## config.mk

```make
export PLATFORM = sky130hd
export DESIGN_NAME = ppm_frame_decoder_core_flat
export DESIGN_NICKNAME = d
export VERILOG_FILES = /design/src/hw/rtl/pfd_pkg.sv /design/src/hw/rtl/pfd_in_if.sv /design/src/hw/rtl/pfd_out_if.sv /design/src/hw/rtl/ppm_frame_decoder_core.sv /design/src/flat_wrapper.sv
export SDC_FILE = /design/constraint.sdc
export NUM_CORES = 1
export LEC_CHECK = 0
export BUFFER_PORTS_ARGS = -buffer_cell sky130_fd_sc_hd__buf_2
export CORE_MARGIN = 5
export CORE_UTILIZATION = 55
export CTS_CLUSTER_SIZE = 30
export DETAILED_ROUTE_END_ITERATION = 12
export GPL_TIMING_DRIVEN = 0
export PLACE_DENSITY = 0.77
export SYNTH_ARGS = -nofsm -noshare
export SYNTH_HDL_FRONTEND = slang
export SYNTH_SLANG_ARGS = --single-unit
```

## constraint.sdc

```tcl
create_clock -name clk -period 6.5 [get_ports clk]
set_input_delay 0.325 -clock clk [delete_from_list [all_inputs] [get_ports clk]]
set_output_delay 0.325 -clock clk [all_outputs]
set_load 0.02 [all_outputs]
```

## src/hw/rtl/pfd_pkg.sv

```systemverilog
`timescale 1ns / 1ps
// ----------------------------------------------------------------------------
// PPM frame decoder package
// Widths, register indexes, reset values and status codes shared by the
// decoder and its channel interfaces.
// ----------------------------------------------------------------------------
package pfd_pkg;

	localparam int INTERVAL_W = 16;
	localparam int COUNT_W    = 5;
	localparam int INDEX_W    = 4;
	localparam int TICKS_W    = 8;
	localparam int ELAPSED_W  = 18;
	localparam int CFG_DATA_W = 18;
	localparam int CFG_IDX_W  = 3;

	// Largest channel count that detection accepts.
	localparam int CHAN_LIMIT = 16;

	localparam logic [INTERVAL_W-1:0] SYNC_MIN_RST        = 16'd600;
	localparam logic [INTERVAL_W-1:0] SYNC_MAX_RST        = 16'd1500;
	localparam logic [TICKS_W-1:0]    LOST_TICK_LIMIT_RST = 8'd20;
	localparam logic [ELAPSED_W-1:0]  LOST_TIME_LIMIT_RST = 18'd200000;
	localparam logic [INTERVAL_W-1:0] TICK_PERIOD_RST     = 16'd10000;

	typedef enum logic [CFG_IDX_W-1:0] {
		REG_SYNC_MIN        = 3'd0,
		REG_SYNC_MAX        = 3'd1,
		REG_LOST_TICK_LIMIT = 3'd2,
		REG_LOST_TIME_LIMIT = 3'd3,
		REG_TICK_PERIOD     = 3'd4
	} pfd_reg_t;

	typedef enum logic [1:0] {
		LINK_OK          = 2'd0,
		LINK_LOST        = 2'd1,
		LINK_REALLY_LOST = 2'd2
	} pfd_link_t;

	typedef enum logic {
		MODE_EDGE = 1'b0,
		MODE_TICK = 1'b1
	} pfd_mode_t;

endpackage

```

## src/hw/rtl/pfd_in_if.sv

```systemverilog
`timescale 1ns / 1ps
// ----------------------------------------------------------------------------
// PPM decoder input channel
// Valid/ready channel carrying one edge interval or timeout tick per beat.
// ----------------------------------------------------------------------------
interface pfd_in_if
	import pfd_pkg::*;
();
	logic                  valid;
	logic                  ready;
	logic                  mode;
	logic [INTERVAL_W-1:0] interval;

	modport source (output valid, output mode, output interval, input ready);
	modport sink   (input valid, input mode, input interval, output ready);
endinterface

```

## src/hw/rtl/pfd_out_if.sv

```systemverilog
`timescale 1ns / 1ps
// ----------------------------------------------------------------------------
// PPM decoder result channel
// Valid/ready channel carrying one decode result per beat.
// ----------------------------------------------------------------------------
interface pfd_out_if
	import pfd_pkg::*;
();
	logic                  valid;
	logic                  ready;
	logic [1:0]            link_status;
	logic                  detecting;
	logic [COUNT_W-1:0]    channel_total;
	logic                  value_valid;
	logic [INDEX_W-1:0]    channel_index;
	logic [INTERVAL_W-1:0] channel_value;
	logic                  frame_sync;

	modport source (
		output valid, output link_status, output detecting, output channel_total,
		output value_valid, output channel_index, output channel_value,
		output frame_sync, input ready
	);
	modport sink (
		input valid, input link_status, input detecting, input channel_total,
		input value_valid, input channel_index, input channel_value,
		input frame_sync, output ready
	);
endinterface

```

## src/hw/rtl/ppm_frame_decoder_core.sv

```systemverilog
`timescale 1ns / 1ps
// ----------------------------------------------------------------------------
// PPM frame decoder core
// Learns the channel count of an RC PPM stream and decodes channel intervals.
// ----------------------------------------------------------------------------
// Every input beat (an edge interval or a timeout tick) yields exactly one
// result beat. The decoder takes one beat per clock cycle while the result
// register is free or drains; a beat is captured in an input register, and
// then a single pass of compares and one saturating add updates the decoder
// state and loads the result register, which offers the result to the sink.
// That single state-update pass is what sets the rate: each beat depends on
// the state left by the one before it. The result register holds a finished
// beat while the sink stalls, and the input register keeps taking beats as
// long as the result register frees up. Configuration writes (sync window,
// loss limits, tick period) are meant for idle periods; after reset the
// decoder is in channel detection with zero channels and the elapsed time
// since sync saturated, so the link reports really lost.
// ----------------------------------------------------------------------------
module ppm_frame_decoder_core
	import pfd_pkg::*;
(
	input  logic                  clk,
	input  logic                  arst_n,
	input  logic                  cfg_we,
	input  logic [CFG_IDX_W-1:0]  cfg_idx,
	input  logic [CFG_DATA_W-1:0] cfg_data,
	pfd_in_if.sink                in_ch,
	pfd_out_if.source             out_ch
);

	localparam logic [COUNT_W-1:0]   MAX_CH      = COUNT_W'(CHAN_LIMIT);
	localparam logic [COUNT_W-1:0]   PULSE_SAT   = '1;
	localparam logic [TICKS_W-1:0]   TICKS_SAT   = '1;
	localparam logic [ELAPSED_W-1:0] ELAPSED_SAT = '1;

	// Configuration registers.
	logic [INTERVAL_W-1:0] sync_min_q;
	logic [INTERVAL_W-1:0] sync_max_q;
	logic [TICKS_W-1:0]    lost_tick_limit_q;
	logic [ELAPSED_W-1:0]  lost_time_limit_q;
	logic [INTERVAL_W-1:0] tick_period_q;

	// Decoder state.
	logic                  in_detect_q;
	logic [COUNT_W-1:0]    pulse_count_q;
	logic [COUNT_W-1:0]    channel_count_q;
	logic [TICKS_W-1:0]    lost_ticks_q;
	logic [ELAPSED_W-1:0]  elapsed_q;

	// Input register.
	logic                  valid_s1;
	logic                  mode_s1;
	logic [INTERVAL_W-1:0] interval_s1;

	// Result register.
	logic                  valid_s2;
	pfd_link_t             link_s2;
	logic                  detect_s2;
	logic [COUNT_W-1:0]    total_s2;
	logic                  vvalid_s2;
	logic [INDEX_W-1:0]    index_s2;
	logic [INTERVAL_W-1:0] value_s2;
	logic                  fsync_s2;

	// Next-state logic.
	logic                  advance;
	logic                  gap;
	logic [INTERVAL_W-1:0] add_term;
	logic [ELAPSED_W:0]    elapsed_sum;
	logic [ELAPSED_W-1:0]  elapsed_sat;
	logic [COUNT_W-1:0]    pulses_less_one;
	logic                  det_n;
	logic [COUNT_W-1:0]    pc_n;
	logic [COUNT_W-1:0]    cc_n;
	logic [TICKS_W-1:0]    lt_n;
	logic [ELAPSED_W-1:0]  el_n;
	logic                  vvalid_n;
	logic [INDEX_W-1:0]    index_n;
	logic [INTERVAL_W-1:0] value_n;
	logic                  fsync_n;
	pfd_link_t             link_n;

	// Move the input beat on whenever the result register is free or drains.
	assign advance     = !valid_s2 || out_ch.ready;
	assign in_ch.ready = !valid_s1 || advance;

	// Configuration writes.
	always_ff @(posedge clk or negedge arst_n) begin
		if (!arst_n) begin
			sync_min_q        <= SYNC_MIN_RST;
			sync_max_q        <= SYNC_MAX_RST;
			lost_tick_limit_q <= LOST_TICK_LIMIT_RST;
			lost_time_limit_q <= LOST_TIME_LIMIT_RST;
			tick_period_q     <= TICK_PERIOD_RST;
		end else if (cfg_we) begin
			unique case (pfd_reg_t'(cfg_idx))
				REG_SYNC_MIN:        sync_min_q        <= cfg_data[INTERVAL_W-1:0];
				REG_SYNC_MAX:        sync_max_q        <= cfg_data[INTERVAL_W-1:0];
				REG_LOST_TICK_LIMIT: lost_tick_limit_q <= cfg_data[TICKS_W-1:0];
				REG_LOST_TIME_LIMIT: lost_time_limit_q <= cfg_data[ELAPSED_W-1:0];
				REG_TICK_PERIOD:     tick_period_q     <= cfg_data[INTERVAL_W-1:0];
				default: ;  // drop writes beyond the register list
			endcase
		end
	end

	// A sync gap lies strictly inside the window; an inverted window never matches.
	assign gap = (interval_s1 > sync_min_q) && (interval_s1 < sync_max_q);

	// Elapsed time since sync, saturating.
	assign add_term    = (mode_s1 == MODE_TICK) ? tick_period_q : interval_s1;
	assign elapsed_sum = {1'b0, elapsed_q} + {{(ELAPSED_W+1-INTERVAL_W){1'b0}}, add_term};
	assign elapsed_sat = elapsed_sum[ELAPSED_W] ? ELAPSED_SAT : elapsed_sum[ELAPSED_W-1:0];

	assign pulses_less_one = pulse_count_q - COUNT_W'(1);

	always_comb begin
		det_n    = in_detect_q;
		pc_n     = pulse_count_q;
		cc_n     = channel_count_q;
		lt_n     = lost_ticks_q;
		el_n     = elapsed_sat;
		vvalid_n = 1'b0;
		index_n  = '0;
		value_n  = '0;
		fsync_n  = 1'b0;

		if (mode_s1 == MODE_TICK) begin
			if (lost_ticks_q != TICKS_SAT) begin
				lt_n = lost_ticks_q + TICKS_W'(1);
			end
		end else begin
			// An over-long gap drops the channel count and restarts detection.
			if (interval_s1 > sync_max_q) begin
				pc_n  = '0;
				cc_n  = '0;
				det_n = 1'b1;
			end
			if (det_n) begin
				if (gap) begin
					if (pc_n != '0) begin
						if (pulses_less_one > MAX_CH) begin
							pc_n = COUNT_W'(1);  // too many pulses: count again from this gap
						end else begin
							cc_n  = pulses_less_one;
							det_n = 1'b0;
							lt_n  = '0;
							pc_n  = '0;
						end
					end else begin
						pc_n = COUNT_W'(1);
					end
				end else if ((interval_s1 < sync_min_q) && (pc_n != '0)) begin
					if (pc_n != PULSE_SAT) begin
						pc_n = pc_n + COUNT_W'(1);
					end
				end
			end else begin
				if (gap) begin
					pc_n    = '0;
					el_n    = '0;
					fsync_n = 1'b1;
				end else if (pc_n < cc_n) begin
					vvalid_n = 1'b1;
					index_n  = pc_n[INDEX_W-1:0];
					value_n  = interval_s1;
					pc_n     = pc_n + COUNT_W'(1);
				end else begin
					// Extra pulse in the frame: lose lock and detect again.
					det_n = 1'b1;
					el_n  = '0;
				end
			end
		end

		// Link status after the update.
		if ((lt_n == '0) && (cc_n != '0) && !det_n) begin
			link_n = LINK_OK;
		end else if ((lt_n < lost_tick_limit_q) && (cc_n != '0) &&
				(!det_n || (el_n < lost_time_limit_q))) begin
			link_n = LINK_LOST;
		end else begin
			link_n = LINK_REALLY_LOST;
		end
	end

	// Input register.
	always_ff @(posedge clk or negedge arst_n) begin
		if (!arst_n) begin
			valid_s1 <= 1'b0;
		end else if (in_ch.ready) begin
			valid_s1 <= in_ch.valid;
		end
	end

	always_ff @(posedge clk) begin
		if (in_ch.valid && in_ch.ready) begin
			mode_s1     <= in_ch.mode;
			interval_s1 <= in_ch.interval;
		end
	end

	// State update and result valid, once per beat leaving the input register.
	always_ff @(posedge clk or negedge arst_n) begin
		if (!arst_n) begin
			in_detect_q     <= 1'b1;
			pulse_count_q   <= '0;
			channel_count_q <= '0;
			lost_ticks_q    <= '0;
			elapsed_q       <= ELAPSED_SAT;
			valid_s2        <= 1'b0;
		end else begin
			if (advance) begin
				valid_s2 <= valid_s1;
			end
			if (advance && valid_s1) begin
				in_detect_q     <= det_n;
				pulse_count_q   <= pc_n;
				channel_count_q <= cc_n;
				lost_ticks_q    <= lt_n;
				elapsed_q       <= el_n;
			end
		end
	end

	// Result payload.
	always_ff @(posedge clk) begin
		if (advance && valid_s1) begin
			link_s2   <= link_n;
			detect_s2 <= det_n;
			total_s2  <= cc_n;
			vvalid_s2 <= vvalid_n;
			index_s2  <= index_n;
			value_s2  <= value_n;
			fsync_s2  <= fsync_n;
		end
	end

	assign out_ch.valid         = valid_s2;
	assign out_ch.link_status   = link_s2;
	assign out_ch.detecting     = detect_s2;
	assign out_ch.channel_total = total_s2;
	assign out_ch.value_valid   = vvalid_s2;
	assign out_ch.channel_index = index_s2;
	assign out_ch.channel_value = value_s2;
	assign out_ch.frame_sync    = fsync_s2;

	// A decoded value only comes out while decoding, below the channel count.
	a_value_in_range: assert property (@(posedge clk) disable iff (!arst_n)
		(valid_s2 && vvalid_s2) |->
			(!detect_s2 && ({1'b0, index_s2} < total_s2)))
		else $error("decoded channel outside detected range");

	// Frame sync and a channel value never share a beat, and sync implies decoding.
	a_sync_alone: assert property (@(posedge clk) disable iff (!arst_n)
		(valid_s2 && fsync_s2) |-> (!vvalid_s2 && !detect_s2))
		else $error("frame sync with value or in detection");

	// Decoding always runs with a channel count no larger than the limit.
	a_count_bound: assert property (@(posedge clk) disable iff (!arst_n)
		!in_detect_q |-> (channel_count_q <= MAX_CH))
		else $error("channel count above limit while decoding");

	// A stalled input beat leaves the decoder state untouched.
	a_state_hold: assert property (@(posedge clk) disable iff (!arst_n)
		!advance |=> ($stable(pulse_count_q) && $stable(elapsed_q) &&
			$stable(in_detect_q)))
		else $error("decoder state moved during stall");

endmodule

```

## src/flat_wrapper.sv

```systemverilog
// flat-port wrapper written by rule: the top's interface ports become plain ports
module ppm_frame_decoder_core_flat import pfd_pkg::*;
  (clk, arst_n, cfg_we, cfg_idx, cfg_data, in_ch_valid, in_ch_mode, in_ch_interval, in_ch_ready, out_ch_valid, out_ch_link_status, out_ch_detecting, out_ch_channel_total, out_ch_value_valid, out_ch_channel_index, out_ch_channel_value, out_ch_frame_sync, out_ch_ready);
  pfd_in_if in_ch_i ();
  pfd_out_if out_ch_i ();
  input  logic clk;
  input  logic arst_n;
  input  logic cfg_we;
  input  logic [CFG_IDX_W-1:0] cfg_idx;
  input  logic [CFG_DATA_W-1:0] cfg_data;
  input wire logic [$bits(in_ch_i.valid)-1:0] in_ch_valid;
  input wire logic [$bits(in_ch_i.mode)-1:0] in_ch_mode;
  input wire logic [$bits(in_ch_i.interval)-1:0] in_ch_interval;
  output wire logic [$bits(in_ch_i.ready)-1:0] in_ch_ready;
  output wire logic [$bits(out_ch_i.valid)-1:0] out_ch_valid;
  output wire logic [$bits(out_ch_i.link_status)-1:0] out_ch_link_status;
  output wire logic [$bits(out_ch_i.detecting)-1:0] out_ch_detecting;
  output wire logic [$bits(out_ch_i.channel_total)-1:0] out_ch_channel_total;
  output wire logic [$bits(out_ch_i.value_valid)-1:0] out_ch_value_valid;
  output wire logic [$bits(out_ch_i.channel_index)-1:0] out_ch_channel_index;
  output wire logic [$bits(out_ch_i.channel_value)-1:0] out_ch_channel_value;
  output wire logic [$bits(out_ch_i.frame_sync)-1:0] out_ch_frame_sync;
  input wire logic [$bits(out_ch_i.ready)-1:0] out_ch_ready;
  assign in_ch_i.valid = in_ch_valid;
  assign in_ch_i.mode = in_ch_mode;
  assign in_ch_i.interval = in_ch_interval;
  assign in_ch_ready = in_ch_i.ready;
  assign out_ch_valid = out_ch_i.valid;
  assign out_ch_link_status = out_ch_i.link_status;
  assign out_ch_detecting = out_ch_i.detecting;
  assign out_ch_channel_total = out_ch_i.channel_total;
  assign out_ch_value_valid = out_ch_i.value_valid;
  assign out_ch_channel_index = out_ch_i.channel_index;
  assign out_ch_channel_value = out_ch_i.channel_value;
  assign out_ch_frame_sync = out_ch_i.frame_sync;
  assign out_ch_i.ready = out_ch_ready;
  ppm_frame_decoder_core u_core (.clk(clk), .arst_n(arst_n), .cfg_we(cfg_we), .cfg_idx(cfg_idx), .cfg_data(cfg_data), .in_ch(in_ch_i), .out_ch(out_ch_i));
endmodule
```

==> results.md <==
- Core ar.: 17100 um^2
- Die H: 141 um
- Cell family with most CP delay: compound AO/OA/AOI/OAI gates
- CP Class: reg -> reg
- Max-slew violations: 0
- Pwr per Cell Area: 421 nW/um^2
- CTS Buf Count: 17
- CP max FO: 10
- Crit path required time: 6690 ps
- Fraction of power consumed by combinational cells: 46.0%
- Fin. Hold Viols: 0
- Starting density of the core: 55.3%
- Seq/Total Area, Yosys: 45.3%
- Max IR drop VDD: 0.295 mV
- Worst path slowest cell: or4_4
- Startpoint Class: register
- Largest net degree at the start of global routing: 67
- Drt drc: 0
- Switching pwr: 1.90 mW
- Share of post-route cells with drive strength above 1: 25.1%
- Post-synth EDFFs: 47
- First-pass GRT wire length: 38.2 mm
- Mapped Avg Cell Area: 9.95 um^2
- Pleak: 4.86 nW
- Worst reg-to-reg path cell count: 29
- Buf/Inv on CP: 5
- Max Clk Rate: 0.159 GHz
- Worst setup skew after layout: 16.7 ps
- Sequential share of power: 31.9%
- Synthesized area: 9470 um^2
- Clock Sinks: 160
- Routability cong.: 0.973
- HPWL Detailed: 16.9 mm
- Max_cap viols: 0
- Syn. warnings: 0
- Post-Route WL: 23.7 mm
- DR pass1 iterations: 6
- Critical Path AT: 6470 ps
- 1st-iter DRT viols: 584
- Vias/cell: 5.86
- CTS tree: built
- WHS: 46.3 ps
- Crit path depth: 29
- CP dominant cell by count: a21o_1
- Core Rows: 48
- Worst slew pin tran: 1300 ps
- H-tree Lvls: 4
- Net count after synthesis: 1079
- Distinct cell type count after synthesis: 72
- Nets: 1186
- Antenna fix cells: 0
- Place WS: -1380 ps
- Bufs on Longest Clock Path: 2
- Sequential Area: 4290 um^2
- Antenna viol nets, final: 0
- GRT overflow: 0
- Net Sw Frac: 40.9%
- Worst skew pair latency: 450 ps
- Area taken by multi-input logic gates: 4880 um^2
- Util after Layout: 64.6%
- Reg clk slew, reported paths: 80 ps
- Max_slew headroom: 12.7%
- HP Class: in -> reg
- Clock Power Share: 22.1%
- Worst Hold Depth: 1
- Pint: 2.75 mW
- PnR worst setup slack: 212 ps
- Die area: 19900 um^2
- Area delta synth->final: 16.7%
- Highest cell delay on the worst timing path: 580 ps
- Shortest period the worst path allows: 6290 ps
- CP Capture Type: register
- Fraction of registers with async set/reset: 70.6%
- Initial antenna violation count: 0
- Root buffer cell: clkbuf_16
- Number of global-route vias before repair: 7648
- Syn Inst Count: 952
- Status: complete, no violations
- Vias: 7606
- Die Span X: 141 um
- Synth Register Bits: 160
- Top_reg_cell synth: dfrtp_1
- Final period util: 96.7%
- Fillers: 1372
- Wire per inst: 18.3 um
- IO Count: 75
- GRT Overall Usage: 24.1%
- Port bufs: 74
- Final setup vio count: 0
## flip-flops by register name, indices dropped and copies added, names as in the netlist, 2 cells and up
name                         flops
u_core.elapsed_q                18
u_core.lost_time_limit_q        18
u_core.interval_s1              16
u_core.out_ch.channel_value     16
u_core.sync_max_q               16
u_core.sync_min_q               16
u_core.tick_period_q            16
u_core.lost_tick_limit_q         8
u_core.lost_ticks_q              8
u_core.channel_count_q           5
u_core.out_ch.channel_total      5
u_core.pulse_count_q             5
u_core.out_ch.channel_index      4
u_core.out_ch.link_status        2
## through the flow
stage	instance area [um^2]	TNS (ps)	total power, mW	std cells
floorplan	9470	0	2.92	952
global placement	10100	-2430	3.33	1251
detailed placement	10200	-2710	3.40	1252
CTS	10900	0	4.55	1290
global route	11100	-36.3	4.97	1297
finish	11100	0	4.65	1297
## final timing paths
path	startpoint	to	slack, ps
max	u_core.sync_max_q[7]	u_core.out_ch.link_status[1]	210
min	in_ch_interval[12]	u_core.interval_s1[12]	50
max reg2reg	u_core.sync_max_q[7]	u_core.out_ch.link_status[1]	210
min reg2reg	u_core.elapsed_q[6]	u_core.elapsed_q[6]	480
max in group asynchronous	arst_n	u_core.sync_max_q[2]	5380
min in group asynchronous	arst_n	u_core.lost_time_limit_q[7]	400
## worst register-to-register path, delay by kind of cell, from the launching register on
| kind | cells | cell delay (ps) |
|---|---|---|
| buf+inv | 5 | 740 |
| fa+ha+maj | 3 | 770 |
| compound gates | 12 | 2670 |
| flops | 1 | 520 |
| simple gates | 9 | 1340 |
## per-layer routing
| layer | vias up | share of wire (%) | track usage, % |
|---|---|---|---|
| met1 | 3690 | 42 | 30.9 |
| met2 | 262 | 50 | 40.2 |
| met5 | - | 0 | 0 |
| met4 | 0 | 2.8 | 10.1 |
| li1 | 3599 | - | - |
| met3 | 55 | 5.4 | 4.34 |
## power groups by stage
| stage | combinational [mW] | sequential (mW) | clock, mW |
|---|---|---|---|
| detailed placement | 1.91 | 1.50 | 0 |
| global placement | 1.84 | 1.49 | 0 |
| CTS | 2.04 | 1.48 | 1.03 |
| global route | 2.38 | 1.51 | 1.08 |
| floorplan | 1.43 | 1.49 | 0 |
| finish | 2.14 | 1.49 | 1.03 |
## cells in the mapped netlist, types with 5 or more instances
cell | instances | area share, %
xor2_1 | 6 | 0.55
nand2_1 | 121 | 4.8
nand3_1 | 21 | 1.1
dfrtp_1 | 70 | 18
or2_2 | 5 | 0.33
nor4_1 | 6 | 0.40
a21oi_1 | 53 | 2.8
mux2i_1 | 8 | 0.85
dfstp_2 | 43 | 12
nand4_1 | 10 | 0.66
nor2b_1 | 8 | 0.53
ha_1 | 83 | 11
inv_1 | 84 | 3.3
clkbuf_1 | 24 | 0.95
buf_2 | 5 | 0.26
o211ai_1 | 6 | 0.48
xnor2_1 | 8 | 0.74
a21o_1 | 12 | 0.95
o21a_1 | 7 | 0.55
mux2_2 | 58 | 6.9
edfxtp_1 | 47 | 15
and3_1 | 8 | 0.53
o21ai_0 | 74 | 3.9
nor2_1 | 44 | 1.7
or3_1 | 6 | 0.40
and2_1 | 25 | 1.7
nor3_1 | 15 | 0.79
o31ai_1 | 20 | 1.6
nand2b_1 | 8 | 0.53
## kinds of logic after synthesis
group,after synthesis,synth area share [%]
AOI/OAI and AO/OA,216,14.6
xor gates and xnor gates,14,1.29
adders and majority gates,84,11.2
buffers and inverters,119,4.90
DFF,160,45.3
muxes,66,7.74
and+or+nand+nor,293,15.0
## layout by cell type, fill, tap and decap left out, types with 10 or more instances in the layout
cell type and count:
mux2_2 58, a21o_1 12, ha_1 80, buf_2 79
inv_1 84, nand3_1 21, o21ai_0 73, dfstp_2 43
nand2_1 120, nand4_1 10, clkbuf_1 20, nor2_1 42
o31ai_1 18, nor3_1 15, clkbuf_16 17, and2_1 24
buf_4 16, dfrtp_1 70, edfxtp_1 47, a21oi_1 51
## cell type report
class | count | share of cell area (%)
inverters | 85 | 2.89
plain buffers | 31 | 1.34
clock buffers | 17 | 3.85
clock inverters | 15 | 1.62
multi-input cells | 673 | 44.1
flip-flops and latches | 160 | 38.8
well taps | 225 | 2.55
repair buffers | 91 | 4.80
## timing repair
item / CTS / global route
buffers inserted: 5 / 10
setup endpoints to repair: 2 / 2
gates resized for setup: 22 / 18
hold buffers: 1 / 0
pin swaps: 4 / 9
hold endpoints to repair: 29 / 0
Power figures use the tool's default switching activity.
